### config.mk
export PLATFORM = sky130hd
export DESIGN_NAME = lu2_ram
export DESIGN_NICKNAME = d
export VERILOG_FILES = /design/src/rtl/core/lu2_pkg.sv /design/src/rtl/core/lu2_ram.sv
export SDC_FILE = /design/constraint.sdc
export NUM_CORES = 2
export LEC_CHECK = 0
export BUFFER_PORTS_ARGS = -buffer_cell sky130_fd_sc_hd__clkbuf_2
export CELL_PAD_IN_SITES_DETAIL_PLACEMENT = 1
export CELL_PAD_IN_SITES_GLOBAL_PLACEMENT = 1
export CORE_ASPECT_RATIO = 1.2
export CORE_MARGIN = 2
export CORE_UTILIZATION = 26
export CTS_BUF_LIST = sky130_fd_sc_hd__clkbuf_4 sky130_fd_sc_hd__clkbuf_8
export DETAILED_ROUTE_END_ITERATION = 16
export GPL_ROUTABILITY_DRIVEN = 0
export GPL_TIMING_DRIVEN = 0
export PLACE_DENSITY_LB_ADDON = 0.1
export SLEW_MARGIN = 15
export SYNTH_ARGS = -nofsm -noshare
export SYNTH_HDL_FRONTEND = slang
export SYNTH_SLANG_ARGS = --single-unit
### constraint.sdc
create_clock -name clk -period 2.45 [get_ports clk]
set_input_delay 0.3675 -clock clk [delete_from_list [all_inputs] [get_ports clk]]
set_output_delay 0.3675 -clock clk [all_outputs]
set_load 0.03 [all_outputs]
### src/rtl/core/lu2_pkg.sv
package lu2_pkg;

  localparam int MAX_CHAN_DEF = 256;
  localparam int MAX_POS_DEF  = 4096;
  localparam int SAMPLE_W_DEF = 16;

  // configuration port
  localparam int CFG_IDX_W   = 2;
  localparam int CFG_DATA_W  = 17;
  localparam int CHAN_CFG_W  = 9;
  localparam int WIDTH_CFG_W = 13;
  localparam int BATCH_CFG_W = 17;
  localparam int MAX_ROWS    = 65536;

  localparam logic [CFG_IDX_W-1:0] REG_CHAN  = 2'd0;
  localparam logic [CFG_IDX_W-1:0] REG_WIDTH = 2'd1;
  localparam logic [CFG_IDX_W-1:0] REG_BATCH = 2'd2;

  // result fields of fixed width
  localparam int ROW_W   = 16;
  localparam int OPOS_W  = 13;
  localparam int OCHAN_W = 8;

  typedef struct packed {
    logic has_pair;   // position p >= 1: pair of p-1 is due
    logic has_prev2;  // position p >= 2: left neighbor of p-1 is in the older line
    logic last_pos;   // last position of the row: own pair is due as well
    logic frame_end;  // last channel, last position, last row
  } item_flags_t;

  typedef struct packed {
    logic [OPOS_W-1:0]  pos;
    logic [OCHAN_W-1:0] chan;
    logic               last;
    logic               frame_end;
  } res_tag_t;

  function automatic int idx_w(int depth);
    return (depth > 1) ? $clog2(depth) : 1;
  endfunction

endpackage

### src/rtl/core/lu2_ram.sv
module lu2_ram #(
  parameter int WIDTH = 16,
  parameter int DEPTH = 256
) (
  input  logic                                clk,
  input  logic                                we,
  input  logic [lu2_pkg::idx_w(DEPTH)-1:0]    waddr,
  input  logic [WIDTH-1:0]                    wdata,
  input  logic                                re,
  input  logic [lu2_pkg::idx_w(DEPTH)-1:0]    raddr,
  output logic [WIDTH-1:0]                    rdata_r
);
  import lu2_pkg::*;

  logic [WIDTH-1:0] mem [DEPTH];

  // read-first: a read at the address being written returns the old word
  always_ff @(posedge clk) begin
    if (we) begin
      mem[waddr] <= wdata;
    end
    if (re) begin
      rdata_r <= mem[raddr];
    end
  end

endmodule

# Word-level counts from Yosys, hierarchy flattened
# Memories as Yosys holds them, arrays and structs flattened. A register that Yosys moved wholly into a read port is not among the register bits.
# Index checks and enable logic that the tools add are counted.
[totals]
out_inout_bits = 16
inputBits = 35
mem_count = 1
mem_bits_rw = 4096
ff_bits = 0
[mem_list]
columns = ["memory", "depth", "width", "read_ports", "rd_clocked_by_memory_dff", "write_ports", "line", "text"]
rows = [
  ["mem", 256, 16, 1, 1, 1, "lu2_ram.sv:15", "logic [WIDTH-1:0] mem [DEPTH];"],
]
[classes]
n_mux = 2
[op_table]
columns = ["op", "count"]
rows = [
  ["$mux 1", 2],
]

# Longest topological paths before layout
[depth]
word_depth = 2
mapped_depth = 12

# Least setup slack after synthesis
# No wires, ideal clock.
[synth_path]
path_type = "input -> register"
start = "input port raddr[0] (netlist bit)"
end = "register rdata_r[4], read port of mem (data pin)"
required_ps = 2185
path_slack_ps = -166
arrival_time_ps = 2351
path_buffers = 3
setup_time_ps = 265
stages = 8
path_cell_list = "buf_6 buf_6 buf_2 mux4_2 mux4_2 a22o_1 o32ai_2 nor4_2"
[synth_lines]
columns = ["item", "line", "text"]
rows = [
  ["start: declaration", "lu2_ram.sv:10", "input logic [lu2_pkg::idx_w(DEPTH)-1:0] raddr,"],
  ["end: declaration", "lu2_ram.sv:11", "output logic [WIDTH-1:0] rdata_r"],
]

==> reports/results.env <==
FILL_CELLS=60600
FLOORPLAN_DIE_AREA_SQ_UM=617000
LAYOUTNONFILLERINSTCOUNT=17100
TIMING.MAX_SLEW.REL_SLACK_PCT=15.3
CTS_TREE='done'
WORSTPATHMAXFANOUT=10
SYNTH.YOSYS.WARNINGS=0
IRDROPWORSTVDD_V=0.000636
DIE_HEIGHT_MICRONS=860
DR.FIRST_ITER.DRC_COUNT=7380
FIRST_GLOBAL_VIAS=88500
SETUP_VIOL=87
POWER.TOTAL_mW=151
INITIAL_CORE_UTIL_PCT=26.1
WORST_PIN_SLEW_NS=1.27
PIN_COUNT=51
TOTAL_AREA_OF_MULTI_INPUT_COMBINATIONAL_CELLS_SQ_UM=35900
LAYOUT-AREA-OVERHEAD-VS-SYNTH_PCT=21.4
VIOLATED_CHECKS='negative setup slack'
CTS.ROOT.BUFFER_CELL='clkbuf_8'
PATH_BUF_INV=4
SYNTH.TOP_CELL.AREA_SHARE_PCT=77.7
POWER_DENSITY_nW_PER_UM2=783
CLK_PIN_SLEW_WORST_PATHS_NS=0.05
DIE_WIDTH_MICRONS=718
FIN_UTIL_PCT=31.7
SYN_NETS=7395
ROUTE.FINAL.WIRE_LENGTH_MICRONS=642000
GRT_SETUP_UNREPAIRED='yes'
VIAS=83200
POST-ROUTE-WORST-SETUP-SLACK_NS=-0.662
SEQ_AREA_SQ_UM=123000
FINALWORSTPATHREQUIREDPERIOD_NS=3.11
YOSYS.CELL_COUNT.TOP_TYPE='edfxtp_1'
CRIT_FAMILY='buffers and inverters'
ROW_COUNT=314
REGTOREGSETUPSLACK_NS=-0.62
FIRST_PASS_GRT_WIRE_LENGTH_MICRONS=843000
SYNTH_TOP_CELLS_BY_AREA='edfxtp_1 (78%), mux4_2 (11%), mux2i_1 (3.6%)'
SETUP.WORST_PATH.END_CLASS='register'
GLOBALROUTEOVERFLOWTOTAL=0
SYNTH_TOP_AREA_CELL='edfxtp_1'
HTREE_LEVELS=6
CTS-ROOT-TO-SINK-BUFFERS=4
DRIVE_GT1_SHARE_PCT=35.5
WORSTPATHREQUIRED_NS=3.44
WORSTSETUPSTARTPOINTTYPE='primary input'
ANTENNA_LEFT=0
SYNTH-EDFF-COUNT=4112
SYNTH_CELL_TYPE_COUNT=51
FINALHOLDVIOLCOUNT=0
SYN-MEAN-INSTANCE-AREA_SQ_UM=21.6
WORST_PATH_LARGEST_CELL_DELAY_NS=0.72
FLOORPLAN.CORE_AREA_SQ_UM=609000
SYNTH.CELL_AREA_SQ_UM=159000
CLOCK_TREE_SINKS=4112
CP_COMMON_CELL='buf_2'
ANTENNA_FOUND_INITIAL=49
YS_DOMINANT_REG_CELL='edfxtp_1'
HPWL_DP_MICRONS=456000
YS_FF_LATCH=4112
DETAIL_ROUTE.WL_PER_CELL_MICRONS=37.5
ACHIEVABLE-FREQUENCY_MHz=321
CLOCK-SKEW-FINAL_NS=0.0491
CRITICAL_PATH.SLOWEST_CELL='nor3_2'
LEAKAGEPOWER_nW=60.1
FIRST_PASS_DRT_ITERATIONS=6
FINAL_MIN_PERIOD_OVER_CLOCK_PERIOD_PCT=127
DRV_CAP=0
TIMING.CRITICAL_PATH.ARRIVAL_NS=4.10
VIASPERCELL=4.86
CTS-BUFFERS-INSERTED=722
WORSTHOLDPATHTYPE='in2reg'
SYNTHESIS.INSTANCES=7360
DP_CELLS=15800
ASYNCSETRESETFLOPFRACSYNTH_PCT=0
TIMING_MAX_TRANSITION_VIOLATIONS_FINAL=0
SYNTHTOPCELLSBYCOUNT='edfxtp_1 (4,112), mux4_2 (797), mux2i_1 (565)'
DRCVIOLATIONCOUNT=0
GRT_MAX_DEGREE=110
RUN_STATUS='finished, violations left'
WORST_SKEW_LATE_LATENCY_NS=1.30
GROUTE.USAGE.OVERALL_PCT=20.5
PORTBUFFERS=40
TIMING.CRITICAL_PATH.CELLS='buf_2 -> nand2b_1 -> buf_2 -> buf_2 -> clkbuf_4 -> o221ai_1 -> a21oi_1 -> nor3_2 -> nor3_2 -> nor4_4'
SYNTH.YOSYS.SEQ_AREA_SHARE_PCT=77.7
TIMING_WORST_SETUP_PATH_TYPE='in2reg'
NUM-NETS-FINAL=8509
flip-flops by register name, indices dropped and copies added (netlist names):
name / cells
mem: 4096
rdata_r: 16
cells by family (layout without fill, tap and decap cells):
logic type	count (synthesis)	in the layout	synth area share (%)
DFF	4112	4112	77.7
muxes	1450	1450	15.5
AOI/OAI and AO/OA	786	786	3.53
and+or+nand+nor	556	556	1.57
buffers and inverters	456	2135	1.69
other	0	31	0
report_power, final:
group | internal (mW) | switching (mW) | leakage, nW | total (mW)
combinational | 3.10 | 7.17 | 15.9 | 10.3
sequential | 77.6 | 0.0530 | 37.0 | 77.7
clock | 33.3 | 29.8 | 7.31 | 63.1
layout by cell type, fill, tap and decap left out, types with 47 or more instances in the layout:
cell type	instances
a21oi_1	142
buf_12	81
buf_16	66
buf_4	88
buf_6	167
buf_8	88
clkbuf_1	94
clkbuf_2	104
clkbuf_4	279
clkbuf_8	748
clkinv_1	196
clkinv_2	60
edfxtp_1	4112
mux2_2	81
mux2i_1	565
mux4_2	797
nor2_1	47
nor2_2	129
nor2_4	128
nor3_1	53
o221ai_1	202
o221ai_2	47
o22ai_1	133
cell type report:
| type | instances | area share [%] |
|---|---|---|
| plain buffers | 452 | 1.76 |
| clock buffers | 961 | 6.11 |
| multi-input cells | 2792 | 18.6 |
| inverters | 4 | 0.00908 |
| flip-flops and latches | 4112 | 64.0 |
| repair buffers | 390 | 3.10 |
| diodes | 31 | 0.0402 |
| well taps | 8058 | 5.23 |
| clock inverters | 328 | 1.12 |
path summary, 6_finish.rpt:
check / startpoint / depth (start not counted) / to
setup / recovery: raddr[2] / 10 / rdata_r[15]$_DFFE_PP_
hold / removal: wdata[2] / 2 / mem[234][2]$_DFFE_PP_
setup reg to reg: mem[8][5]$_DFFE_PP_ / 7 / rdata_r[5]$_DFFE_PP_
hold reg to reg: mem[84][4]$_DFFE_PP_ / 5 / rdata_r[4]$_DFFE_PP_
routing by layer:
metal  GRT usage (%)  vias to the layer above  wire length [microns]
met5               0                        -                     69
met4            8.61                       10                  32700
met3            2.86                      976                  27800
met2            35.8                     2463                 323000
met1            25.3                    45900                 258000
li1                -                    33800                      -
worst reg2reg max path: stages (launching register included):
cell	delay, ns
edfxtp_1	0.36
mux4_2	0.49
mux2_2	0.30
a22oi_2	0.74
nand2_2	0.22
o32ai_2	0.34
buf_6	0.20
nor4_4	0.10
per-stage QoR:
stage	setup TNS, ns	instance area [sq um]	hold WS [ns]	worst slack [ns]
floorplan	-113.08	159000	0.466	-0.0825
global placement	-	169000	0.864	-6.00
detailed placement	-4779.10	176000	0.760	-3.86
CTS	-17.82	192000	0.00562	-0.582
global route	-7.20	193000	0.0777	-0.591
finish	-11.89	193000	0.134	-0.662
what timing repair did:
action | in CTS | in global routing
hold endpoints to repair | 2764 | 0
gates resized for setup | 356 | 147
pin swaps | 49 | 58
endpoints found under the setup margin | 680 | 479
buffers inserted | 17 | 2
hold buffers | 33 | 0
Power figures use the tool's default switching activity.
