## config.mk

```make
export PLATFORM = sky130hd
export DESIGN_NAME = lu2_idx
export DESIGN_NICKNAME = d
export VERILOG_FILES = /design/src/rtl/core/lu2_pkg.sv /design/src/rtl/core/lu2_idx.sv
export SDC_FILE = /design/constraint.sdc
export NUM_CORES = 1
export LEC_CHECK = 0
export BUFFER_PORTS_ARGS = -buffer_cell sky130_fd_sc_hd__buf_2
export CAP_MARGIN = 20
export CORE_ASPECT_RATIO = 1.5
export CORE_UTILIZATION = 50
export DETAILED_ROUTE_END_ITERATION = 6
export PLACE_DENSITY = 0.72
export SLEW_MARGIN = 0
export SYNTH_ARGS = -nofsm -noshare
export SYNTH_HDL_FRONTEND = slang
export SYNTH_SLANG_ARGS = --single-unit
```

## constraint.sdc

```tcl
create_clock -name clk -period 3.2 [get_ports clk]
set_input_delay 0.48 -clock clk [delete_from_list [all_inputs] [get_ports clk]]
set_output_delay 0.48 -clock clk [all_outputs]
set_load 0.01 [all_outputs]
```

## src/rtl/core/lu2_pkg.sv

```systemverilog
package lu2_pkg;

  localparam int MAX_CHAN_DEF = 256;
  localparam int MAX_POS_DEF  = 4096;
  localparam int SAMPLE_W_DEF = 16;

  // configuration port
  localparam int CFG_IDX_W   = 2;
  localparam int CFG_DATA_W  = 17;
  localparam int CHAN_CFG_W  = 9;
  localparam int WIDTH_CFG_W = 13;
  localparam int BATCH_CFG_W = 17;
  localparam int MAX_ROWS    = 65536;

  localparam logic [CFG_IDX_W-1:0] REG_CHAN  = 2'd0;
  localparam logic [CFG_IDX_W-1:0] REG_WIDTH = 2'd1;
  localparam logic [CFG_IDX_W-1:0] REG_BATCH = 2'd2;

  // result fields of fixed width
  localparam int ROW_W   = 16;
  localparam int OPOS_W  = 13;
  localparam int OCHAN_W = 8;

  typedef struct packed {
    logic has_pair;   // position p >= 1: pair of p-1 is due
    logic has_prev2;  // position p >= 2: left neighbor of p-1 is in the older line
    logic last_pos;   // last position of the row: own pair is due as well
    logic frame_end;  // last channel, last position, last row
  } item_flags_t;

  typedef struct packed {
    logic [OPOS_W-1:0]  pos;
    logic [OCHAN_W-1:0] chan;
    logic               last;
    logic               frame_end;
  } res_tag_t;

  function automatic int idx_w(int depth);
    return (depth > 1) ? $clog2(depth) : 1;
  endfunction

endpackage

```

## src/rtl/core/lu2_idx.sv

```systemverilog
module lu2_idx #(
  parameter int MAX_CHAN      = lu2_pkg::MAX_CHAN_DEF,
  parameter int MAX_POSITIONS = lu2_pkg::MAX_POS_DEF
) (
  input  logic                                  clk,
  input  logic                                  rst_n,
  input  logic                                  cfg_we,
  input  logic [lu2_pkg::CFG_IDX_W-1:0]         cfg_index,
  input  logic [lu2_pkg::CFG_DATA_W-1:0]        cfg_wdata,
  input  logic                                  in_fire,
  output logic [lu2_pkg::idx_w(MAX_CHAN)-1:0]   chan,
  output logic [lu2_pkg::idx_w(MAX_POSITIONS)-1:0] pos,
  output lu2_pkg::item_flags_t                  flags
);
  import lu2_pkg::*;

  localparam int CHW = idx_w(MAX_CHAN);
  localparam int PW  = idx_w(MAX_POSITIONS);
  localparam int CCW = $clog2(MAX_CHAN + 1);
  localparam int IWW = $clog2(MAX_POSITIONS + 1);
  localparam int BW  = $clog2(MAX_ROWS + 1);

  logic [CCW-1:0]   chan_cnt_r, chan_cnt_nxt;
  logic [IWW-1:0]   iw_r, iw_nxt;
  logic [BW-1:0]    batch_r, batch_nxt;
  logic [CHW-1:0]   chan_r, chan_nxt;
  logic [PW-1:0]    pos_r, pos_nxt;
  logic [ROW_W-1:0] row_r, row_nxt;

  logic [CCW:0]     chan_p1;
  logic [IWW:0]     pos_p1;
  logic [BW-1:0]    row_p1;
  logic             last_ch, last_pos, last_row;

  function automatic logic [31:0] clamp_cfg(logic [31:0] v, logic [31:0] hi);
    logic [31:0] r;
    if (v == 32'd0) begin
      r = 32'd1;
    end else if (v > hi) begin
      r = hi;
    end else begin
      r = v;
    end
    return r;
  endfunction

  always_comb begin
    chan_p1  = (CCW+1)'(chan_r) + (CCW+1)'(1);
    pos_p1   = (IWW+1)'(pos_r) + (IWW+1)'(1);
    row_p1   = BW'(row_r) + BW'(1);
    last_ch  = chan_p1 >= {1'b0, chan_cnt_r};
    last_pos = pos_p1 >= {1'b0, iw_r};
    last_row = row_p1 >= batch_r;
  end

  always_comb begin
    chan_cnt_nxt = chan_cnt_r;
    iw_nxt       = iw_r;
    batch_nxt    = batch_r;
    chan_nxt     = chan_r;
    pos_nxt      = pos_r;
    row_nxt      = row_r;
    priority if (cfg_we && (cfg_index == REG_CHAN || cfg_index == REG_WIDTH ||
                            cfg_index == REG_BATCH)) begin
      unique case (cfg_index)
        REG_CHAN: chan_cnt_nxt = CCW'(clamp_cfg(32'(cfg_wdata[CHAN_CFG_W-1:0]),
                                                32'(MAX_CHAN)));
        REG_WIDTH: iw_nxt = IWW'(clamp_cfg(32'(cfg_wdata[WIDTH_CFG_W-1:0]),
                                           32'(MAX_POSITIONS)));
        default: batch_nxt = BW'(clamp_cfg(32'(cfg_wdata[BATCH_CFG_W-1:0]),
                                           32'(MAX_ROWS)));
      endcase
      // any register write restarts the frame
      chan_nxt = '0;
      pos_nxt  = '0;
      row_nxt  = '0;
    end else if (in_fire) begin
      if (!last_ch) begin
        chan_nxt = CHW'(chan_p1);
      end else begin
        chan_nxt = '0;
        if (!last_pos) begin
          pos_nxt = PW'(pos_p1);
        end else begin
          pos_nxt = '0;
          row_nxt = last_row ? '0 : ROW_W'(row_p1);
        end
      end
    end else begin
      // hold the counters
      row_nxt = row_r;
    end
  end

  always_ff @(posedge clk) begin
    if (!rst_n) begin
      chan_cnt_r <= CCW'(1);
      iw_r       <= IWW'(1);
      batch_r    <= BW'(1);
      chan_r     <= '0;
      pos_r      <= '0;
      row_r      <= '0;
    end else begin
      chan_cnt_r <= chan_cnt_nxt;
      iw_r       <= iw_nxt;
      batch_r    <= batch_nxt;
      chan_r     <= chan_nxt;
      pos_r      <= pos_nxt;
      row_r      <= row_nxt;
    end
  end

  assign chan            = chan_r;
  assign pos             = pos_r;
  assign flags.has_pair  = pos_r != '0;
  assign flags.has_prev2 = pos_r > PW'(1);
  assign flags.last_pos  = last_pos;
  assign flags.frame_end = last_pos & last_ch & last_row;

  a_chan_in_range: assert property (@(posedge clk) disable iff (!rst_n)
    CCW'(chan_r) < chan_cnt_r)
    else $error("channel counter reached the channel count");

  a_pos_in_range: assert property (@(posedge clk) disable iff (!rst_n)
    IWW'(pos_r) < iw_r)
    else $error("position counter reached the row width");

endmodule

```

After elaboration in Yosys (flattened, before gate mapping)
Cells that the tools add are included.
{ "classes": {"bitwise": 4, "n_reduce_logical": 15, "n_eq_ne": 2, "magnitude_cmp": 7, "muxes": 9, "addsub": 3} }
{ "op_table": {"columns": ["op", "count"], "rows": [
  ["two-way mux 17 bit", 2],
  ["two-way mux 13 bit", 2],
  ["two-way mux 9 bit", 2],
  ["adder 16 x 1 -> 17 bit (second input constant)", 1],
  [">= comparator 17 bit", 1],
  ["greater-than comparator 17 bit (second input constant)", 1],
  ["logical NOT 17 bit", 1],
  ["two-way mux 16 bit", 1],
  ["adder 12 x 1 -> 13 bit (second input constant)", 1],
  [">= comparator 13 bit", 1],
  ["greater-than comparator 13 bit (second input constant)", 1],
  ["logical NOT 13 bit", 1],
  ["greater-than comparator 12 x 1 -> 1 bit (second input constant)", 1],
  ["two-way mux 12 bit", 1],
  ["nonzero test 12 bit", 1],
  ["adder 8 x 1 -> 9 bit (second input constant)", 1],
  [">= comparator 9 bit", 1],
  ["greater-than comparator 9 bit (second input constant)", 1],
  ["logical NOT 9 bit", 1],
  ["two-way mux 8 bit", 1],
  ["AND reduction 2 bit", 4],
  ["OR reduction 2 bit", 2],
  ["AND reduction 3 bit", 1],
  ["bitwise AND 1 bit", 2],
  ["other kinds (6)", 8]
]} }
{ "word_totals": {"regBits": 75, "word_cells": 46, "input_bits": 23, "out_inout_bits": 24} }

Depth between registers and ports, before layout
{ "logic_depth": {"depth_word": 5, "mapped_depth": 15, "mapped_depth_nobuf": 13} }

Worst setup path after synthesis
No wires, ideal clock.
{ "synth_path": {"kind": "register -> output", "from": "register row_r[2]", "to": "output port flags[0] (netlist bit)", "slack_ns": -0.001, "n_path_buf": 1, "stages_incl_launch_ff": 14, "t_required_ns": 2.720, "arrival_ns": 2.721, "cell_sequence": "dfxtp_1 -> and3_1 -> nand4_1 -> nor2_1 -> nand4_1 -> xnor2_1 -> ha_1 -> a21oi_1 -> nand2_1 -> a221oi_1 -> o31ai_1 -> nor2_1 -> buf_2 -> nor2_1"} }
{ "synth_lines": {"columns": ["element", "line_no", "text"], "rows": [
  ["start: declaration", "lu2_idx.sv:28", "logic [ROW_W-1:0] row_r, row_nxt;"],
  ["start signal: assignment", "lu2_idx.sv:109", "row_r <= row_nxt;"],
  ["end: declaration", "lu2_idx.sv:13", "output lu2_pkg::item_flags_t flags"]
]} }

==> flow_summary.yaml <==
outcome:
  status: "complete, but fails checks"
  violations: "setup timing"
timing:
  hold_ws_ns: 0.4582
  final-setup-viol-count: 2
  skew_ns: 0.006586
  tightest_slew_ns: 0.8391
  maxSlewHeadroom_pct: 43.94
  rsz0062_at_grt: "true"
  worst_slack_ns: -0.1828
  finalSetupTns_ns: -0.2613
  fmaxAchievable_mhz: 295.6
  finalMaxSlewViolations: 0
  hold_viol_final: 0
  min_period_ns: 3.383
  fin_crit_sh_pct: 105.7
worst_setup_path:
  slowest_delay_ns: 0.33
  reg2regPathDepth: 14
  arrival_ns: 2.90
  rrSetupSlack_ns: 0.04
  r2r_end: "pos[8]"
  cp_slowest_cell: "dfxtp_2"
  cpLargestDelayFamily: "simple AND/OR/NAND/NOR gates"
  worstPathMaxFanout: 3
  crit_type: "reg2out"
  cp-end-kind: "output pin"
  start_kind: "register"
  worst_ep_required_time_ns: 2.72
  reg2reg_from: "pos[3]"
  crit_buf_inv: 2
  cp_cell_sequence: "and3_4, nand4_1, nor2_2, nand4_1, xnor2_2, ha_1, a21oi_1, nand2_1, a221oi_2, o31ai_1, nor2_1, buf_4, nor2_4, buf_6"
  cp_common_cell: "nand4_1"
yosys:
  synth_cell_types: 54
  syn_inst: 573
  ys_warn_count: 0
  ys_async_sr_fraction_pct: 0
  avgSynthCellArea_um2: 8.164
  seq_area_frac_synth_pct: 32.09
  syn_nets: 640
  ys_ff_latch: 75
  syn_area_um2: 4678
  synth_edf_count: 0
  ys.flop_type: "dfxtp_1"
routing:
  drtPass1Iterations: 5
  num_vias: 4609
  ant_nets: 0
  drc: 0
  wl_per_cell_um: 18.09
  wirelength_um: 14000
  drtIter0Drc: 321
  viasPerCell: 5.955
pwr:
  power.switching_w: 0.0006326
  clockPowerShare_pct: 46.9
  power_frac_seq_pct: 38.1
  power.total_w: 0.002502
  p_sw_share_pct: 25.28
  combPwrFrac_pct: 15.0
  p_leak_nw: 2.558
  powerDensity_nw_per_um2: 411.6
  p_int_w: 0.001870
  peakVddDrop_v: 0.0002966
grt:
  grt_max_degree: 42
  antenna_found_initial: 0
  grt_pass1_wl_um: 21080
  overflow: 0
  grt_pass1_vias: 4497
  track_usage_pct: 28.54
final_layout:
  nets: 726
  area_growth_pct: 29.95
  fill_cells: 693
  multiInputGateArea_um2: 3198
  drive_gt1_share_pct: 27.26
  register_area_um2: 1526
  diodes: 0
  final_common_cell: "dfxtp_1"
  layout_common_cells: "dfxtp_1 (65), buf_4 (54), nand2_1 (53)"
placed_design:
  dp_hpwl_um: 9206
  gp_congestion: 0.9700
  portBuffers: 46
die:
  core_um2: 8934
  fp.dieW_um: 80.98
  start_util_pct: 52.37
  io_pins: 47
  dieArea_um2: 9755
  floorplan.rows: 42
  die_h_um: 120.5
clocking:
  cts_buffers: 9
  clk_latency_ns: 0.34
  cts_buffer_depth: 2
  h-tree-depth: 3
  path_clk_slew_ns: 0.06
  cts_tree: "done"
  hold_buffers: 0
  cts.sinks: 75
  cts-root-buf: "clkbuf_16"
min_path:
  min_path_cells: 3
  min_to: "batch_r[11]"
  hp-start: "cfg_wdata[11]"
  hold_class: "in2reg"
flow_run:
  max-cap-violations: 0
[through the flow]
step / cells / area (um2) / setup WS [ns] / util (%)
floorplan: 573 / 4681 / 0.01675 / -
global placement: 733 / 5151 / -0.07028 / 57.66
detailed placement: 733 / 5151 / -0.2126 / 57.66
CTS: 765 / 5771 / -0.1830 / 64.59
global route: 774 / 6080 / -0.2933 / 68.05
finish: 774 / 6080 / -0.1828 / 68.05
[worst max-delay path by stage]
stage                     cells after the start      from  slack (ns)   endpoint
final                                        14  row_r[2]       -0.18   flags[0]
after global routing                         15  row_r[2]       -0.29   flags[0]
after CTS                                    14  row_r[2]       -0.18   flags[0]
after detailed placement                     13    pos[1]       -0.21   row_r[3]
after global placement                       13    pos[0]       -0.07  row_r[15]
after floorplan                              13  row_r[2]        0.02   flags[0]
[sequential cells by signal, summed over array words and instances, names as in the netlist]
register	cells
iw_r	13
chan_cnt_r	9
chan	8
pos	12
batch_r	17
row_r	16
[final cells by class]
type / instances / share of cell area, %
Clock inverter: 6 / 1.832
Inverter: 40 / 2.470
Multi-Input combinational cell: 428 / 52.60
Tap cell: 110 / 2.264
Clock buffer: 10 / 3.766
Timing Repair Buffer: 105 / 11.96
Sequential cell: 75 / 25.11
[logic make-up (layout without fill, tap and decap cells)]
logic type | Yosys count | after routing | share of synthesized area, %
DFF | 75 | 75 | 32.09
muxes | 2 | 2 | 0.4279
AOI/OAI and AO/OA | 112 | 112 | 15.94
xor gates and xnor gates | 35 | 35 | 6.552
adders and majority gates | 46 | 46 | 12.20
buffers and inverters | 70 | 161 | 6.419
and+or+nand+nor | 233 | 233 | 26.37
[power by group through the flow]
stage	Sequential [W]	Clock, W	Combinational [W]
floorplan	0.000976	0	0.000194
global placement	0.000977	0	0.000274
detailed placement	0.000978	0	0.000280
CTS	0.000956	0.00118	0.000328
global route	0.000956	0.00122	0.000402
finish	0.000954	0.00117	0.000375
[worst min-delay path, delay by kind of cell]
| family | cells | cell delay (ns) |
|---|---|---|
| compound gates | 1 | 0.07 |
| buf+inv | 1 | 0.12 |
| simple gates | 1 | 0.10 |
[synth_stat cells (2+ instances only)]
library cell  count  area, um2
dfxtp_1          75       1501
nand2_1          55      206.5
ha_1             44      550.5
inv_1            40      150.1
nand3_1          35      175.2
nor2_1           34      127.6
a21oi_1          33      165.2
nor2b_1          29      181.4
a22oi_1          23      172.7
clkbuf_1         18      67.56
xor2_1           18      157.7
xnor2_1          17      148.9
nand3b_1         16      120.1
and3_1           14      87.58
o21ai_0          12      60.06
nor3b_1          11      82.58
nor3_1           10      50.05
a31oi_1           9      56.30
a21boi_0          8      60.06
nand4_1           8      50.05
buf_2             5      25.02
buf_4             5      37.54
or4_1             5      37.54
a21o_1            4      30.03
a32oi_1           3      26.28
nor4_1            3      18.77
o41ai_1           3      26.28
and2_1            2      12.51
and4_1            2      17.52
maj3_1            2      20.02
mux2i_1           2      20.02
nand4b_1          2      17.52
o211ai_1          2      15.01
o21a_1            2      15.01
o21ai_2           2      17.52
o31ai_1           2      15.01
[layer usage]
layer  global-route usage [%]  routed length, um
met1                    30.47               5142
met2                    49.37               7388
met3                    5.509                650
met4                    19.20                817
met5                        0                  0
[repair_timing]
item,CTS,global route
endpoints found under the setup margin,19,28
setup buffers,16,8
gates cloned,0,1
gates resized for setup,40,41
pin swaps,22,28
endpoints found under the hold margin,0,0
Note: power is estimated with default switching activity, not from simulation.
