--- src/rtl/core/lu2_pkg.sv ---
package lu2_pkg;

  localparam int MAX_CHAN_DEF = 256;
  localparam int MAX_POS_DEF  = 4096;
  localparam int SAMPLE_W_DEF = 16;

  // configuration port
  localparam int CFG_IDX_W   = 2;
  localparam int CFG_DATA_W  = 17;
  localparam int CHAN_CFG_W  = 9;
  localparam int WIDTH_CFG_W = 13;
  localparam int BATCH_CFG_W = 17;
  localparam int MAX_ROWS    = 65536;

  localparam logic [CFG_IDX_W-1:0] REG_CHAN  = 2'd0;
  localparam logic [CFG_IDX_W-1:0] REG_WIDTH = 2'd1;
  localparam logic [CFG_IDX_W-1:0] REG_BATCH = 2'd2;

  // result fields of fixed width
  localparam int ROW_W   = 16;
  localparam int OPOS_W  = 13;
  localparam int OCHAN_W = 8;

  typedef struct packed {
    logic has_pair;   // position p >= 1: pair of p-1 is due
    logic has_prev2;  // position p >= 2: left neighbor of p-1 is in the older line
    logic last_pos;   // last position of the row: own pair is due as well
    logic frame_end;  // last channel, last position, last row
  } item_flags_t;

  typedef struct packed {
    logic [OPOS_W-1:0]  pos;
    logic [OCHAN_W-1:0] chan;
    logic               last;
    logic               frame_end;
  } res_tag_t;

  function automatic int idx_w(int depth);
    return (depth > 1) ? $clog2(depth) : 1;
  endfunction

endpackage

--- src/rtl/core/lu2_emit.sv ---
module lu2_emit #(
  parameter int SAMPLE_WIDTH  = lu2_pkg::SAMPLE_W_DEF,
  parameter int MAX_CHAN      = lu2_pkg::MAX_CHAN_DEF,
  parameter int MAX_POSITIONS = lu2_pkg::MAX_POS_DEF
) (
  input  logic                                     clk,
  input  logic                                     rst_n,
  input  logic                                     in_fire,
  input  logic [SAMPLE_WIDTH-1:0]                  sample,
  input  logic [lu2_pkg::idx_w(MAX_CHAN)-1:0]      k_in,
  input  logic [lu2_pkg::idx_w(MAX_POSITIONS)-1:0] p_in,
  input  lu2_pkg::item_flags_t                     flags_in,
  input  logic [SAMPLE_WIDTH-1:0]                  nl_rdata,
  input  logic [SAMPLE_WIDTH-1:0]                  ol_rdata,
  output logic                                     ram_we,
  output logic [lu2_pkg::idx_w(MAX_CHAN)-1:0]      ram_waddr,
  output logic [SAMPLE_WIDTH-1:0]                  nl_wdata,
  output logic [SAMPLE_WIDTH-1:0]                  ol_wdata,
  input  logic                                     space,
  output logic                                     push,
  output lu2_pkg::res_tag_t                        res_tag,
  output logic [SAMPLE_WIDTH-1:0]                  res_value,
  output logic                                     ready
);
  import lu2_pkg::*;

  localparam int CHW = idx_w(MAX_CHAN);
  localparam int PW  = idx_w(MAX_POSITIONS);
  localparam int NW  = SAMPLE_WIDTH + 2;
  // floor(n/3) = (n * ceil(2^(NW+1)/3)) >> (NW+1) for any NW-bit n
  localparam logic [NW+1:0] POW   = {1'b1, {(NW+1){1'b0}}};
  localparam logic [NW-1:0] RECIP = NW'((POW + (NW+2)'(2)) / (NW+2)'(3));
  localparam logic [SAMPLE_WIDTH-1:0] SIGN = {1'b1, {(SAMPLE_WIDTH-1){1'b0}}};

  // result slots in emission order; bit 1 selects the current position
  localparam logic [1:0] SLOT_PREV_LO = 2'd0;
  localparam logic [1:0] SLOT_PREV_HI = 2'd1;
  localparam logic [1:0] SLOT_CUR_LO  = 2'd2;
  localparam logic [1:0] SLOT_CUR_HI  = 2'd3;

  logic                    s_valid_r;
  logic [SAMPLE_WIDTH-1:0] x_r;
  logic [CHW-1:0]          k_r;
  logic [PW-1:0]           p_r;
  item_flags_t             fl_r;
  logic [1:0]              slot_r;
  logic                    fwd_r;
  logic [SAMPLE_WIDTH-1:0] fwd_new_r, fwd_old_r;

  logic [SAMPLE_WIDTH-1:0] c, o, l, lp, side, centre;
  logic [1:0]              last_slot;
  logic                    no_result, done, is_last;
  logic [NW-1:0]           num;
  logic [2*NW-1:0]         prod;
  logic [SAMPLE_WIDTH-1:0] q;
  logic [PW-1:0]           base;

  always_comb begin
    // the word written back in the previous cycle has not reached the read port
    c  = fwd_r ? fwd_new_r : nl_rdata;
    o  = fwd_r ? fwd_old_r : ol_rdata;
    l  = fl_r.has_prev2 ? o : c;
    lp = fl_r.has_pair ? c : x_r;

    last_slot = fl_r.last_pos ? SLOT_CUR_HI : SLOT_PREV_HI;
    no_result = !fl_r.has_pair && !fl_r.last_pos;
    is_last   = slot_r == last_slot;
    push      = s_valid_r && !no_result && space;
    done      = s_valid_r && (no_result || (space && is_last));
    ready     = !s_valid_r || done;

    unique case (slot_r)
      SLOT_PREV_LO: begin side = l;  centre = c;   end
      SLOT_PREV_HI: begin side = x_r; centre = c;  end
      SLOT_CUR_LO:  begin side = lp; centre = x_r; end
      default:      begin side = x_r; centre = x_r; end
    endcase

    // offset binary keeps the sum non-negative: n = a + 2b + 1 + 3*2^(W-1)
    num  = NW'(side ^ SIGN) + (NW'(centre ^ SIGN) << 1) + NW'(1);
    prod = (2*NW)'(num) * (2*NW)'(RECIP);
    q    = prod[NW+1 +: SAMPLE_WIDTH];

    base = slot_r[1] ? p_r : p_r - PW'(1);
  end

  assign res_value         = q ^ SIGN;
  assign res_tag.pos       = OPOS_W'({base, slot_r[0]});
  assign res_tag.chan      = OCHAN_W'(k_r);
  assign res_tag.last      = is_last;
  assign res_tag.frame_end = is_last && fl_r.frame_end;

  assign ram_we    = done;
  assign ram_waddr = k_r;
  assign nl_wdata  = x_r;
  assign ol_wdata  = c;

  always_ff @(posedge clk) begin
    if (!rst_n) begin
      s_valid_r <= 1'b0;
    end else if (in_fire) begin
      s_valid_r <= 1'b1;
    end else if (done) begin
      s_valid_r <= 1'b0;
    end
  end

  always_ff @(posedge clk) begin
    if (in_fire) begin
      x_r       <= sample;
      k_r       <= k_in;
      p_r       <= p_in;
      fl_r      <= flags_in;
      slot_r    <= flags_in.has_pair ? SLOT_PREV_LO : SLOT_CUR_LO;
      fwd_r     <= done && (k_r == k_in);
      fwd_new_r <= x_r;
      fwd_old_r <= c;
    end else if (push) begin
      slot_r <= slot_r + 2'd1;
    end
  end

  a_slot_advance: assert property (@(posedge clk) disable iff (!rst_n)
    push && !is_last |=> s_valid_r && (slot_r == $past(slot_r) + 2'd1))
    else $error("result slot did not advance after a partial push");

  a_end_on_own_pair: assert property (@(posedge clk) disable iff (!rst_n)
    push && res_tag.frame_end |-> slot_r == SLOT_CUR_HI)
    else $error("frame end flagged outside the last position's final result");

endmodule

--- config.mk ---
export PLATFORM = sky130hd
export DESIGN_NAME = lu2_emit
export DESIGN_NICKNAME = d
export VERILOG_FILES = /design/src/rtl/core/lu2_pkg.sv /design/src/rtl/core/lu2_emit.sv
export SDC_FILE = /design/constraint.sdc
export NUM_CORES = 1
export LEC_CHECK = 0
export BUFFER_PORTS_ARGS = -buffer_cell sky130_fd_sc_hd__buf_2
export CAP_MARGIN = 0
export CORE_MARGIN = 2
export CORE_UTILIZATION = 60
export CTS_CLUSTER_SIZE = 30
export DETAILED_ROUTE_END_ITERATION = 8
export PLACE_DENSITY = 0.84
export SLEW_MARGIN = 15
export SYNTH_ARGS = -nofsm -noshare
export SYNTH_HDL_FRONTEND = slang
export SYNTH_SLANG_ARGS = --single-unit
--- constraint.sdc ---
create_clock -name clk -period 14.65 [get_ports clk]
set_input_delay 2.1975 -clock clk [delete_from_list [all_inputs] [get_ports clk]]
set_output_delay 2.1975 -clock clk [all_outputs]
set_load 0.03 [all_outputs]
Word-level counts from Yosys, hierarchy flattened
Cells that the tools add are included.
{ "totals": {"reg_bits": 76, "elab_cells": 54} }
{ "classes": {"addsub": 4, "n_mul": 1, "eq_ne": 4, "mux": 13, "bitwise_logic": 3, "reduce_logical": 17} }
{ "ops": {"columns": ["operator", "count"], "rows": [
  ["16-bit two-way mux", 5],
  ["18-bit by 18-bit multiplier with 35-bit output, second input constant", 1],
  ["16-bit case mux with 2 select lines", 1],
  ["16-bit by 17-bit adder with 18-bit output", 1],
  ["18-bit by 1-bit adder with 18-bit output, second input constant", 1],
  ["12-bit two-way mux", 1],
  ["12-bit by 1-bit subtractor with 12-bit output, second input constant", 1],
  ["8-bit equality test", 1],
  ["2-bit two-way mux", 4],
  ["1-bit logical AND", 7],
  ["1-bit logical NOT", 4],
  ["2-bit nonzero test", 2],
  ["1-bit NOT", 3],
  ["2-bit by 1-bit adder with 2-bit output, second input constant", 1],
  ["2-bit by 1-bit equality test with 1-bit output, second input constant", 1],
  ["2-bit equality test", 1],
  ["2-bit equality test, second input constant", 1],
  ["2-bit logical NOT", 1],
  ["1-bit logical OR", 2],
  ["1-bit two-way mux", 2],
  ["2-bit OR reduction", 1]
]} }

Depth between registers and ports, before layout
{ "depth": {"depth_word": 8, "depth_mapped": 36, "ltp_nobuf": 33} }

Least setup slack after synthesis
OpenSTA, ideal clock, no wires.
{ "synth_timing": {"kind": "input to output", "from": "input nl_rdata[1]", "to": "output res_value[15]", "t_arrival_ns": 9.656, "required_ns": 12.452, "setup_slack_ns": 2.797, "stages": 32, "path_cell_list": "mux2i_1 -> inv_1 -> nor2_1 -> a21oi_1 -> a221o_1 -> ha_1 -> o21a_1 -> nor2_1 -> a211oi_4 -> a41oi_2 -> o211a_1 -> o311a_1 -> or3_1 -> ha_1 -> ha_1 -> inv_1 -> fa_1 -> inv_1 -> fa_1 -> fa_1 -> inv_1 -> fa_1 -> inv_1 -> ha_1 -> and3_1 -> nand2_1 -> o22ai_1 -> a41oi_1 -> a32oi_1 -> a21o_1 -> a31oi_1 -> xnor3_1"} }
{ "synth_via": {"elab_chain_cells": 7, "word_cells_on_any_way": 9} }
{ "synth_rtl": {"columns": ["element", "line", "text"], "rows": [
  ["start: declaration", "lu2_emit.sv:13", "input logic [SAMPLE_WIDTH-1:0] nl_rdata,"],
  ["16-bit two-way mux *", "lu2_emit.sv:60", "c = fwd_r ? fwd_new_r : nl_rdata;"],
  ["net ol_wdata[1]", "lu2_emit.sv:18", "output logic [SAMPLE_WIDTH-1:0] ol_wdata,"],
  ["16-bit two-way mux (on tied branches)", "lu2_emit.sv:63, lu2_emit.sv:62", null],
  ["16-bit case mux with 2 select lines", "lu2_emit.sv:72", "unique case (slot_r)"],
  ["16-bit by 17-bit adder with 18-bit output *", "lu2_emit.sv:80", "num = NW'(side ^ SIGN) + (NW'(centre ^ SIGN) << 1) + NW'(1);"],
  ["18-bit by 1-bit adder with 18-bit output *", "lu2_emit.sv:80", null],
  ["18-bit by 18-bit multiplier with 35-bit output *", "lu2_emit.sv:81", "prod = (2*NW)'(num) * (2*NW)'(RECIP);"],
  ["1-bit NOT (no line) *", null, null],
  ["end: declaration", "lu2_emit.sv:22", "output logic [SAMPLE_WIDTH-1:0] res_value,"]
]} }
Mark *: on every way through the listed nets, which the timed path passes. The rest lies on a longest branch.

Worst setup path after layout
{ "layout_timing": {"from": "input nl_rdata[4]", "to": "output res_value[12]"} }
{ "layout_via": {"elab_chain_cells": 6, "word_cells_on_any_way": 8} }
{ "layout_rtl": {"columns": ["element", "line"], "rows": [
  ["16-bit two-way mux *", "lu2_emit.sv:60"],
  ["16-bit two-way mux (on tied branches)", "lu2_emit.sv:63, lu2_emit.sv:62"],
  ["16-bit case mux with 2 select lines", "lu2_emit.sv:72"],
  ["16-bit by 17-bit adder with 18-bit output *", "lu2_emit.sv:80"],
  ["18-bit by 1-bit adder with 18-bit output *", "lu2_emit.sv:80"],
  ["18-bit by 18-bit multiplier with 35-bit output *", "lu2_emit.sv:81"]
]} }
Mark *: on every way between the ends. The rest lies on a longest branch, timed or not.

==> out/metrics.sh <==
FLOORPLAN.DIE.WIDTH_UM=135
TRITONCTS_CLOCK_TREE='done'
GLOBAL_ROUTE_USAGE_OVER_ALL_LAYERS_PCT=26.1
SYNTH_AREA_SQ_UM=10300
LAYOUT.CELLS.MOST_COMMON='sky130_fd_sc_hd__inv_1'
VIA_COUNT=7582
PLACEMENT_ROWS=47
AREA_GROWTH_PCT=12.2
DRV.MAX_CAP_VIOLATION_COUNT=0
CLASS_OF_THE_MOST_CRITICAL_SETUP_PATH='in2out'
WORST_EP_ARRIVAL_TIME_PS=10460
REPORT.FINAL.SETUP_VIOL=0
PORT_BUFFERS=157
GP_CONGESTION=0.944
CRIT_FANOUT=6
TRITONCTS_BUFFERS=9
GRT_MAX_DEGREE=78
LAYOUT_WORST_PATH_CYCLE_SHARE_PCT=86.4
RSZ0062_AT_GRT='false'
DRT-VIAS-PER-INSTANCE=5.43
TIMING.CRITICAL_PATH.MAX_DELAY_FAMILY='adder cells'
POSTSYNTHNETCOUNT=1382
CTS.HTREE.LEVELS=3
SYNTH-SEQ-AREA-SHARE_PCT=22.1
DIE_AREA_SQ_UM=18200
WORSTSKEWPAIRLATENCY_PS=340
CTS.REPORTEDPATHS.CLKPINSLEW_PS=60
ROOT_BUFFER='sky130_fd_sc_hd__clkbuf_16'
YS.FLOP_TYPE='sky130_fd_sc_hd__edfxtp_1'
YS_TYPES=63
PATH_BUF_INV=6
START_UTIL_PCT=61.7
TIMING_HOLD_VIOLATIONS_FINAL=0
LAYOUT-DRIVE-GT1-SHARE_PCT=16.9
POST-CTS-SETUP-BUFFER-COUNT=0
FIN_SETUP_TNS_PS=0
FP.DIEH_UM=135
SYNTH_ASYNC_SR_FLOP_SHARE_PCT=0
FINALCRITICALPERIOD_PS=12660
GRT_PASS1_VIAS=7709
DETAIL_ROUTE.FIRST_PASS.ITERATIONS=5
CLOCK_SKEW_PS=5.49
LAYOUT.NETS=1526
WORST_REL_SLEW_SLACK_PCT=34.4
YS_SEQ_ELEMENTS=76
HOLD_PATH_CLASS='reg2reg'
PLACE.DETAILED.HPWL_UM=19300
MAX_CLOCK_FREQ_MHz=79.0
ANTENNA-DIODE-COUNT=0
CP-END-KIND='output port'
GRT_OVERFLOW_TOTAL=0
CTS_RESIZED=0
N_FILL_CELL=1260
DRV_SLEW=0
NUM_IO_PINS=158
CTS-HOLD-FIX-BUFFERS=0
SYNTH.AVG_CELL_AREA_SQ_UM=10.0
DRT_FIRST_ITER_VIOLATIONS=485
TIMING_WORST_SLEW_PIN_VALUE_PS=984
DRC_ERRORS=0
GRT_PASS1_WL_UM=37200
CORE-AREA_SQ_UM=16700
LAYOUT.CORE_UTILIZATION_PCT=69.2
RUN_STATUS='finished, final reports clean'
ANTENNA_VIOLATING_NETS_POST_ROUTE=0
CTS_NUM_SINKS=76
FINAL_CELL_MIX='sky130_fd_sc_hd__inv_1, sky130_fd_sc_hd__ha_1, sky130_fd_sc_hd__buf_2'
SETUP.WORST_PATH.START_CLASS='input port'
CPPEAKSTAGEDELAY_PS=550
DETAIL_ROUTE.WIRELENGTH_UM=23000
ANTENNA_FOUND_INITIAL=1
CELL_AT_THE_SLOWEST_STAGE_OF_THE_CRITICAL_PATH='sky130_fd_sc_hd__fa_1'
POSTSYNTHCELLCOUNT=1028
CP.REQUIRED_PS=12450
ROUTEDWLPERCELL_UM=16.5
CTS-ROOT-TO-SINK-BUFFERS=2
YOSYSWARNINGS=0
SYNTH_ENABLE_FLOP_CELLS=75
## worst paths after layout
path | startpoint | slack [ps] | cells past startpoint | endpoint
setup / recovery | nl_rdata[4] | 1990 | 33 | res_value[12]
setup reg to reg | fwd_r | 13070 | 3 | fwd_old_r[11]
hold reg to reg | nl_wdata[2] | 530 | 0 | fwd_new_r[2]
hold / removal | nl_wdata[2] | 530 | 0 | fwd_new_r[2]
## kinds of logic (layout without fill, tap and decap cells)
group | Yosys count | count (layout) | synth area share, %
compound gates | 147 | 147 | 10.0
flops | 76 | 76 | 22.1
simple gates | 159 | 159 | 7.14
xor+xnor | 61 | 61 | 5.32
buf+inv | 271 | 420 | 10.3
mux | 36 | 36 | 3.67
fa+ha+maj | 278 | 278 | 41.5
## state kept, by name, summed over array words and instances, names as in the netlist
| name | cells |
|---|---|
| s_valid_r | 1 |
| nl_wdata | 16 |
| slot_r | 2 |
| p_r | 12 |
| fl_r | 4 |
| fwd_old_r | 16 |
| fwd_new_r | 16 |
| ram_waddr | 8 |
| fwd_r | 1 |
## routing by layer
metal  global-route usage, %  wire [um]
met5                       0         13
met4                    7.52        628
met3                    4.47       1080
met2                    45.5      11600
met1                    33.6       9710
## cell usage after synthesis, types with 13 or more instances
library cell / number / area, sq um
sky130_fd_sc_hd__a21o_1: 13 / 97.6
sky130_fd_sc_hd__a21oi_1: 46 / 230
sky130_fd_sc_hd__a221o_1: 13 / 130
sky130_fd_sc_hd__clkbuf_1: 13 / 48.8
sky130_fd_sc_hd__edfxtp_1: 75 / 2250
sky130_fd_sc_hd__fa_1: 106 / 2120
sky130_fd_sc_hd__ha_1: 172 / 2150
sky130_fd_sc_hd__inv_1: 243 / 912
sky130_fd_sc_hd__mux2_2: 14 / 158
sky130_fd_sc_hd__mux2i_1: 22 / 220
sky130_fd_sc_hd__nand2_1: 43 / 161
sky130_fd_sc_hd__nand3_1: 13 / 65.1
sky130_fd_sc_hd__nor2_1: 54 / 203
sky130_fd_sc_hd__o21ai_0: 27 / 135
sky130_fd_sc_hd__xnor2_1: 30 / 263
sky130_fd_sc_hd__xor2_1: 30 / 263
## stage by stage
stage	worst slack, ps	area (sq um)	cells	hold slack (ps)
floorplan	2800	10300	1028	593
global route	1520	11600	1397	535
detailed placement	2040	11200	1381	512
global placement	2240	11200	1381	497
finish	1990	11600	1397	526
CTS	2010	11600	1397	527
## area by class of cell
cell class                      instances  area [sq um]  share of cell area (%)
Multi-Input combinational cell        681          6970                    60.3
Clock buffer                           10           229                    1.98
Sequential cell                        76          2270                    19.7
Inverter                              245           920                    7.96
Timing Repair Buffer                  159           801                    6.93
Tap cell                              220           275                    2.38
Clock inverter                          6          95.1                   0.823
Power is left out: the tool's default activity adds up to more than one toggle a clock period on the data nets, which glitch-free logic cannot reach.
