`config.mk`:
```
export PLATFORM = sky130hd
export DESIGN_NAME = lu2_obuf
export DESIGN_NICKNAME = d
export VERILOG_FILES = /design/src/rtl/core/lu2_pkg.sv /design/src/rtl/core/lu2_obuf.sv
export SDC_FILE = /design/constraint.sdc
export NUM_CORES = 1
export LEC_CHECK = 0
export BUFFER_PORTS_ARGS = -buffer_cell sky130_fd_sc_hd__clkbuf_2
export CAP_MARGIN = 10
export CELL_PAD_IN_SITES_DETAIL_PLACEMENT = 1
export CELL_PAD_IN_SITES_GLOBAL_PLACEMENT = 1
export CORE_MARGIN = 3
export CORE_UTILIZATION = 46
export DETAILED_ROUTE_END_ITERATION = 10
export PLACE_DENSITY_LB_ADDON = 0.12
export SLEW_MARGIN = 5
export SYNTH_ARGS = -nofsm -noshare
export SYNTH_HDL_FRONTEND = slang
export SYNTH_SLANG_ARGS = --single-unit
```
`constraint.sdc`:
```
create_clock -name clk -period 9.7 [get_ports clk]
set_input_delay 2.91 -clock clk [delete_from_list [all_inputs] [get_ports clk]]
set_output_delay 2.91 -clock clk [all_outputs]
set_load 0.02 [all_outputs]
```
`src/rtl/core/lu2_pkg.sv`:
```
package lu2_pkg;

  localparam int MAX_CHAN_DEF = 256;
  localparam int MAX_POS_DEF  = 4096;
  localparam int SAMPLE_W_DEF = 16;

  // configuration port
  localparam int CFG_IDX_W   = 2;
  localparam int CFG_DATA_W  = 17;
  localparam int CHAN_CFG_W  = 9;
  localparam int WIDTH_CFG_W = 13;
  localparam int BATCH_CFG_W = 17;
  localparam int MAX_ROWS    = 65536;

  localparam logic [CFG_IDX_W-1:0] REG_CHAN  = 2'd0;
  localparam logic [CFG_IDX_W-1:0] REG_WIDTH = 2'd1;
  localparam logic [CFG_IDX_W-1:0] REG_BATCH = 2'd2;

  // result fields of fixed width
  localparam int ROW_W   = 16;
  localparam int OPOS_W  = 13;
  localparam int OCHAN_W = 8;

  typedef struct packed {
    logic has_pair;   // position p >= 1: pair of p-1 is due
    logic has_prev2;  // position p >= 2: left neighbor of p-1 is in the older line
    logic last_pos;   // last position of the row: own pair is due as well
    logic frame_end;  // last channel, last position, last row
  } item_flags_t;

  typedef struct packed {
    logic [OPOS_W-1:0]  pos;
    logic [OCHAN_W-1:0] chan;
    logic               last;
    logic               frame_end;
  } res_tag_t;

  function automatic int idx_w(int depth);
    return (depth > 1) ? $clog2(depth) : 1;
  endfunction

endpackage

```
`src/rtl/core/lu2_obuf.sv`:
```
module lu2_obuf #(
  parameter int SAMPLE_WIDTH = lu2_pkg::SAMPLE_W_DEF
) (
  input  logic                     clk,
  input  logic                     rst_n,
  input  logic                     push,
  input  lu2_pkg::res_tag_t        tag_in,
  input  logic [SAMPLE_WIDTH-1:0]  value_in,
  output logic                     space,
  output logic                     out_valid,
  input  logic                     out_ready,
  output lu2_pkg::res_tag_t        tag_out,
  output logic [SAMPLE_WIDTH-1:0]  value_out
);
  import lu2_pkg::*;

  res_tag_t                tag_q [2];
  logic [SAMPLE_WIDTH-1:0] val_q [2];
  logic                    wp_r, rp_r;
  logic [1:0]              cnt_r, cnt_nxt;
  logic                    pop;

  // space comes from the count register alone, so ready never depends on out_ready
  assign space     = cnt_r != 2'd2;
  assign out_valid = cnt_r != 2'd0;
  assign pop       = out_valid && out_ready;
  assign tag_out   = tag_q[rp_r];
  assign value_out = val_q[rp_r];

  always_comb begin
    cnt_nxt = cnt_r;
    unique case ({push, pop})
      2'b10:   cnt_nxt = cnt_r + 2'd1;
      2'b01:   cnt_nxt = cnt_r - 2'd1;
      default: cnt_nxt = cnt_r;
    endcase
  end

  always_ff @(posedge clk) begin
    if (!rst_n) begin
      cnt_r <= 2'd0;
      wp_r  <= 1'b0;
      rp_r  <= 1'b0;
    end else begin
      cnt_r <= cnt_nxt;
      if (push) begin
        wp_r <= ~wp_r;
      end
      if (pop) begin
        rp_r <= ~rp_r;
      end
    end
  end

  always_ff @(posedge clk) begin
    if (push) begin
      tag_q[wp_r] <= tag_in;
      val_q[wp_r] <= value_in;
    end
  end

  a_no_push_when_full: assert property (@(posedge clk) disable iff (!rst_n)
    push |-> cnt_r != 2'd2)
    else $error("word pushed into a full output buffer");

  a_ptr_match_count: assert property (@(posedge clk) disable iff (!rst_n)
    (cnt_r == 2'd0 || cnt_r == 2'd2) == (wp_r == rp_r))
    else $error("output buffer pointers disagree with the count");

endmodule

```
* Word level (Yosys, flattened, before mapping)
Memory sizes are Yosys's and may differ from the RTL's. A register that Yosys moved wholly into a read port is not among the register bits.
Index checks and enable logic that the tools add are counted.
** Storage, ports and cells
- Register bits :: 4
- Memory bits (writable) :: 78
- Input port bits :: 43
- Logic and storage cells :: 22
- Memories kept :: 2
** Memory list
- tag_q :: depth 2, width 23, read ports 1, clocked after memory_dff 1, wr ports 1, RTL line lu2_obuf.sv:17 : res_tag_t tag_q [2];
- val_q :: depth 2, width 16, read ports 1, clocked after memory_dff 1, wr ports 1, RTL line lu2_obuf.sv:18 : logic [SAMPLE_WIDTH-1:0] val_q [2];
** Cells by class
- Add/subtract/negate cells :: 2
- Eq/ne operators :: 3
- Muxes and demuxes :: 7
- Bitwise gates (word level) :: 2
- Reduce and logical (&&, ||, !) cells :: 3
** Operator list (count)
- $mux 1 :: 6
- $pmux 2 s2 :: 1
- $reduce_bool 2->1 :: 2
- $add 2x1->2 const B :: 1
- $eq 2x1->1 const B :: 1
- $eq 2x2->1 const B :: 1
- $ne 2x2->1 const B :: 1
- $not 1->1 :: 2
- $sub 2x1->2 const B :: 1
- $logic_and 1x1->1 :: 1

* Logic depth before layout (Yosys ltp)
Gate-level depths: netlist (run 1).
- Depth after elaboration :: 4
- Mapped depth :: 5
- Depth with buffers taken out :: 5

* Worst setup path before layout (run 1)
OpenSTA, ideal clock, no wires.
- Kind :: input port to flip-flop
- Start :: in push
- End :: mem tag_q[0][0] (netlist bit), enable pin
- Library setup time :: 0.438 ns
- Arrival time :: 4.638 ns
- Required time :: 9.262 ns
- Path slack :: 4.624 ns
- Cell stages on the path :: 2
- Cells stage by stage :: inv_1 nor2_1
** Between the ends
- Longest elaborated chain between the ends :: 2
** RTL lines
- start: declaration :: RTL line lu2_obuf.sv:6 : input logic push,
- $mux 1 :: RTL line lu2_obuf.sv:56 : if (push) begin
- $mux 1 (not written as such) :: RTL line lu2_obuf.sv:57 : tag_q[wp_r] <= tag_in;
- end: declaration :: RTL line lu2_obuf.sv:17
Every way passes these cells.

==> key figures, run 1 <==
Min path
  – Hold Path Cell Cnt: 2
  – Hold Crit Class: register to register

Logic synthesis
  – Post-Synth XOR/XNOR Area: less than 1%
  – Mapped Area: just over 3000 um^2
  – Yosys reg bits: 83
  – Synth Area in Adders: 0.413%
  – Count of flip-flops with a built-in enable after synthesis: 78
  – Multiplexer share of the synthesized area: 14.5%
  – Count of different cell masters after synthesis: 18
  – Avg Inst Size Synth: 21.0 um^2
  – Post-synth top area cell: edfxtp_1
  – Synth warn: 0
  – Mapped Cells: ~140
  – Synth top area share: roughly 77%
  – Post-synthesis sequential area ratio: about four fifths
  – Compound-Gate Fraction of Synth Area: 0.950%
  – Most frequent cells after synthesis: 78 x edfxtp_1, 39 x mux2_1, 5 x dfxtp_1
  – Ys flop type: edfxtp_1
  – Post-synth ARST share: 0%
  – Top-count cell post-synth: edfxtp_1
  – Synth area leaders: edfxtp_1 77%, mux2_1 14%, dfxtp_1 3.3%
  – Simple-gate share of the synthesized area: 1.78%
  – Synthesized net count: 188
  – Main combinational cell family by area after synthesis: multiplexers

Drt
  – DR pass1 iterations: 3
  – Drt via density: 5.05
  – DRT Wirelength: 5730 um
  – Post-route ant nets: 0
  – DRC: 0
  – Drt initial violations: 98
  – Routed wire per std cell: 18.3 um
  – Vias: 1,582

Clock network
  – Cts hold-fix bufs: 0
  – Post_cts resized: 0
  – Clock tree sinks: 83
  – Worst-Skew Late Latency: 0.34 ns
  – CTS tree: done
  – Total CTS buffers: 9
  – Max H-tree Level: 3
  – Longest Clk Path Bufs: 2
  – Root Driver: clkbuf_8
  – CTS clk-pin slew, worst paths: 0.07 ns
  – Number of setup buffers added after CTS: 0

Setup path
  – Setup CP Type: register to output port
  – Critical path startpoint category: register
  – Arr. time, crit path: 1.87 ns
  – Cell Chain, Critical Path: mux2_1 > clkbuf_2
  – WP buf/inv: 1
  – Critical path peak fanout: 39
  – Delay-heaviest family, CP: flip-flops
  – R2R depth: 1
  – Crit path required time: around 6.8 ns
  – Worst path depth: 2
  – Worst stage delay on the critical path: ~0.94 ns
  – Crit-path slowest cell: dfxtp_2
  – CP Capture Type: output port

Final layout
  – Number of diodes: 0
  – Fillers: 561
  – Area of the multi-input gates: 569 um^2
  – Final instance area: 3730 um^2
  – Layout cells sized above 1: 42.4%
  – P&R area growth vs syn: 23.2%
  – Nets: between 200 and 300
  – Sequential cell area: approximately 2400 um^2

Flow run
  – Max cap viols: 0

Run status
  – Outcome: completed

Placement
  – RD Place Congestion: 0.690
  – Post-Place Worst Slack: 5.25 ns
  – DP HPWL: 3960 um
  – Buffers on Ports: 83
  – Dpl cell area: 3530 um^2

Global route
  – Largest net degree at the start of global routing: 41
  – Tot GR Track Use: 16.2%
  – First-pass GRT wire length: 8880 um
  – Grt ovf: 0
  – Antenna violations before repair: 0
  – Vias in the first global route: 1,808

STA
  – Worst Skew: roughly 0.0037 ns
  – Final worst slack: 4.92 ns
  – Setup_tns: 0 ns
  – Fin crit period: 4.78 ns
  – Period utilization: a little under 50%
  – Slew headroom: 23.2%
  – Worst-margin pin slew: ~1.1 ns
  – Fin. max-slew vios: 0
  – RSZ-0062 raised after global routing: false
  – Final setup vio count: 0
  – F_max: 209 MHz
  – Final hold violations: 0

Die
  – Die width: 87.2 um
  – Io pins: 84
  – Die extent in y: just under 90 um
  – CORE AREA: about 6100 um^2
  – Starting Density: 49.4%
  – Row cnt: 28
  – DIE AREA: 7600 um^2

Power and ir drop
  – Sw Ratio: 28.5%
  – NetSw: 255 uW
  – Sequential share of power: 50.3%
  – Combinational Power Share: between 20% and 30%
  – Peak supply drop: ~0.14 mV
  – Pwr/cell area: 240 nW/um^2
  – Clk network pwr share: 28.6%
  – Leak: 0.00142 uW
  – P_int: about 640 uW
==> through the flow <==
step	hold slack [ns]	total power (uW)	utilization, %	std cells
after floorplan	0.478	582	-	144
after global placement	0.490	640	57.5	298
after detailed placement	0.542	653	57.5	298
after CTS	0.559	905	60.9	313
after global routing	0.606	937	60.9	313
final	0.558	896	60.9	313
==> area by class of cell <==
| class | instances | share of cell area, % |
|---|---|---|
| multi-input cells | 56 | 15.3 |
| clock buffers | 9 | 3.32 |
| well taps | 75 | 2.52 |
| inverters | 1 | 0.101 |
| flip-flops and latches | 83 | 65.5 |
| repair buffers | 83 | 11.1 |
| clock inverters | 6 | 2.18 |
==> metal layers <==
metal	share of wire [%]	vias up	track usage (%)
li1	-	739	-
met3	6.3	9	3.97
met2	56	52	29.5
met1	36	782	17.2
met5	0	-	0
met4	1.4	0	8.37
==> sequential cells by signal (all words and copies together) (netlist names), named ones only <==
| register | flops |
|---|---|
| wp_r | 1 |
| rp_r | 1 |
| cnt_r | 2 |
| val_q | 32 |
| tag_q | 46 |
==> placed cells by master, fill, tap and decap left out <==
| master | instances |
|---|---|
| edfxtp_1 | 78 |
| mux2_1 | 39 |
| inv_1 | 1 |
| clkinvlp_4 | 1 |
| a21boi_1 | 1 |
| or2_1 | 1 |
| and2_2 | 1 |
| and2_1 | 1 |
| nand2b_1 | 1 |
| clkbuf_2 | 83 |
| clkinv_2 | 2 |
| ha_1 | 1 |
| o21a_2 | 1 |
| o21ai_0 | 1 |
| dfxtp_1 | 4 |
| o21a_1 | 1 |
| nor2b_1 | 3 |
| clkbuf_8 | 9 |
| bufinv_16 | 2 |
| nor2_4 | 1 |
| or3_1 | 1 |
| dfxtp_2 | 1 |
| clkinv_1 | 1 |
| xnor2_1 | 3 |
==> path summary, 6_finish.rpt <==
| check | from | end | slack (ns) |
|---|---|---|---|
| worst min-delay path | rp_r$_SDFFE_PN0P_ | register | 0.56 |
| worst max-delay path | register | value_out[1] | 4.92 |
| worst min register to register | rp_r$_SDFFE_PN0P_ | register | 0.56 |
| worst max register to register | wp_r$_SDFFE_PN0P_ | tag_q[0][10]$_DFFE_PP_ | 8.06 |
==> worst min-delay path, delay by kind of cell (launching register included) <==
| family | cells | cell delay [ns] |
|---|---|---|
| xor gates and xnor gates | 1 | 0.14 |
| DFF | 1 | 0.33 |
| and+or+nand+nor | 1 | 0.05 |
==> power by group through the flow <==
| stage | sequential [uW] | clock, uW | combinational, uW |
|---|---|---|---|
| global placement | 456 | 0 | 184 |
| finish | 451 | 256 | 189 |
| global route | 456 | 278 | 204 |
| detailed placement | 461 | 0 | 192 |
| CTS | 453 | 260 | 193 |
| floorplan | 433 | 0 | 150 |
==> cell families after synthesis <==
group / count (synthesis)
xor gates and xnor gates: 3
and+or+nand+nor: 9
muxes: 39
adders and majority gates: 1
AOI/OAI and AO/OA: 4
buffers and inverters: 5
DFF: 83
Power figures use the tool's default switching activity.
==> run 2: changes to the inputs <==
Settings changed: CORE_UTILIZATION 46 to 39.
Clock period 9.7 ns to 4.05 ns, I/O delays scaled along.
==> key figures, run 2 (same netlist as run 1, synthesis figures left out) <==
Placement
  – Buffers on Ports: 83
  – Placed Instances: 324
  – DP HPWL: 3800 um
  – RD Place Congestion: 0.614
  – Dpl cell area: about 3600 um^2

Drt
  – Drt via density: 4.57
  – Vias: 1,548
  – DRT Wirelength: around 5500 um
  – DR pass1 iterations: 4
  – Post-route ant nets: 0
  – DRC: 0
  – Routed wire per std cell: 16.3 um
  – Drt initial violations: 39

STA
  – Slew headroom: 33.1%
  – F_max: 326 MHz
  – Hold Slack: 0.545 ns
  – Fin. max-slew vios: 0
  – Final hold violations: 0
  – Fin crit period: ~3.1 ns
  – Worst-margin pin slew: 1.00 ns
  – Setup_tns: 0 ns
  – RSZ-0062 raised after global routing: false
  – Period utilization: approximately 76%
  – Final setup vio count: 0
  – Worst Skew: 0.00749 ns

Clock network
  – CTS tree: done
  – Longest Clk Path Bufs: 2
  – Max H-tree Level: 3
  – Post_cts resized: 0
  – Worst-Skew Late Latency: between 0.3 and 0.4 ns
  – Cts hold-fix bufs: 0
  – CTS clk-pin slew, worst paths: 0.08 ns
  – Root Driver: clkbuf_8
  – Total CTS buffers: 9
  – Number of setup buffers added after CTS: 0
  – Clock tree sinks: 83

Setup path
  – Crit-path slowest cell: dfxtp_2
  – Worst stage delay on the critical path: 0.94 ns
  – R2R depth: 2
  – Critical path startpoint category: register
  – Crit path required time: 2.83 ns
  – Critical path peak fanout: 39
  – Cell Chain, Critical Path: mux2_1 > clkbuf_2
  – Arr. time, crit path: 1.85 ns
  – CP Capture Type: output port
  – Setup CP Type: register to output port

Die
  – DIE AREA: just under 9000 um^2
  – Row cnt: 31
  – Io pins: 84
  – Die width: 94.1 um
  – Die extent in y: 94.1 um
  – CORE AREA: between 7000 and 8000 um^2
  – Starting Density: 40.9%

Power and ir drop
  – Leak: 0.00142 uW
  – Peak supply drop: around 0.22 mV
  – Total Power: a little over 2000 uW
  – Pwr/cell area: 554 nW/um^2

Min path
  – Hold Crit Class: register to register
  – Hold Path Cell Cnt: 2

Final layout
  – Layout cells sized above 1: 42.9%
  – P&R area growth vs syn: 23.9%
  – Max reg flops: 46
  – Most frequent cells in the layout: 83 x clkbuf_2, 78 x edfxtp_1, 39 x mux2_1
  – Most common cell after layout, fill and taps aside: clkbuf_2
  – Nets: 280
  – Top Registers: tag_q (46), val_q (32), cnt_r (2)
  – Final instance area: 3750 um^2
  – Fillers: 729
  – Largest Register: tag_q
  – Final std cells w/o fill: 339
  – Number of diodes: 0

Run status
  – Outcome: completed

Global route
  – First-pass GRT wire length: 8480 um
  – Largest net degree at the start of global routing: 40
  – Grt ovf: 0
  – Antenna violations before repair: 0
  – Vias in the first global route: between 1,500 and 2,000
  – Tot GR Track Use: between 10% and 20%

Flow run
  – Max cap viols: 0
==> run 2: cell count changes in the layout (fill, tap and decap cells not counted), sizes merged <==
cell,delta
buf,+2
bufinv,-1
clkbuf,+1
clkinv,-1
clkinvlp,+1
==> run 2: worst max-delay path, delay by kind of cell, from the launching register on <==
kind | cells | cell delay (ns)
flops | 1 | 0.94
mux | 1 | 0.41
buf+inv | 1 | 0.16
==> run 2: layout make-up <==
class | count | area, um^2 | share of cell area [%]
repair buffers | 85 | 430 | 11.5
multi-input cells | 56 | 569 | 15.2
clock inverters | 5 | 55.1 | 1.47
flip-flops and latches | 83 | 2440 | 65.1
well taps | 99 | 124 | 3.30
inverters | 1 | 3.75 | 0.100
clock buffers | 10 | 128 | 3.40
==> run 2: stage by stage <==
step	setup slack, ns	util (%)
2_1_floorplan	0.670	-
3_3_place_gp	1.29	48.2
3_5_place_dp	1.23	48.2
4_1_cts	0.888	50.7
5_1_grt	0.803	50.7
6_report	0.981	50.7
==> run 2: power by group <==
| group | switching [uW] | internal (uW) | total (uW) | leakage (uW) |
|---|---|---|---|---|
| Clock | 270 | 280 | 550 | 0.0000881 |
| Sequential | 77.1 | 1000 | 1080 | 0.000774 |
| Combinational | 255 | 196 | 451 | 0.000556 |
| Total | 602 | 1480 | 2080 | 0.00142 |
==> run 2: final timing paths <==
path                               from                      to  slack [ns]
setup / recovery               register             tag_out[20]        0.98
hold / removal    cnt_r[1]$_SDFFE_PN0P_   cnt_r[1]$_SDFFE_PN0P_        0.54
setup reg to reg      wp_r$_SDFFE_PN0P_  tag_q[0][13]$_DFFE_PP_        2.32
hold reg to reg   cnt_r[1]$_SDFFE_PN0P_   cnt_r[1]$_SDFFE_PN0P_        0.54
==> run 2: per-layer routing <==
layer / global-route usage, % / part of all wire (%) / vias to the layer above / wire, um
li1: - / - / 738 / -
met1: 14.7 / 39 / 752 / 2160
met2: 22.5 / 54 / 47 / 2980
met3: 3.04 / 4.8 / 11 / 266
met4: 7.22 / 2.0 / 0 / 108
met5: 0 / 0 / - / 0
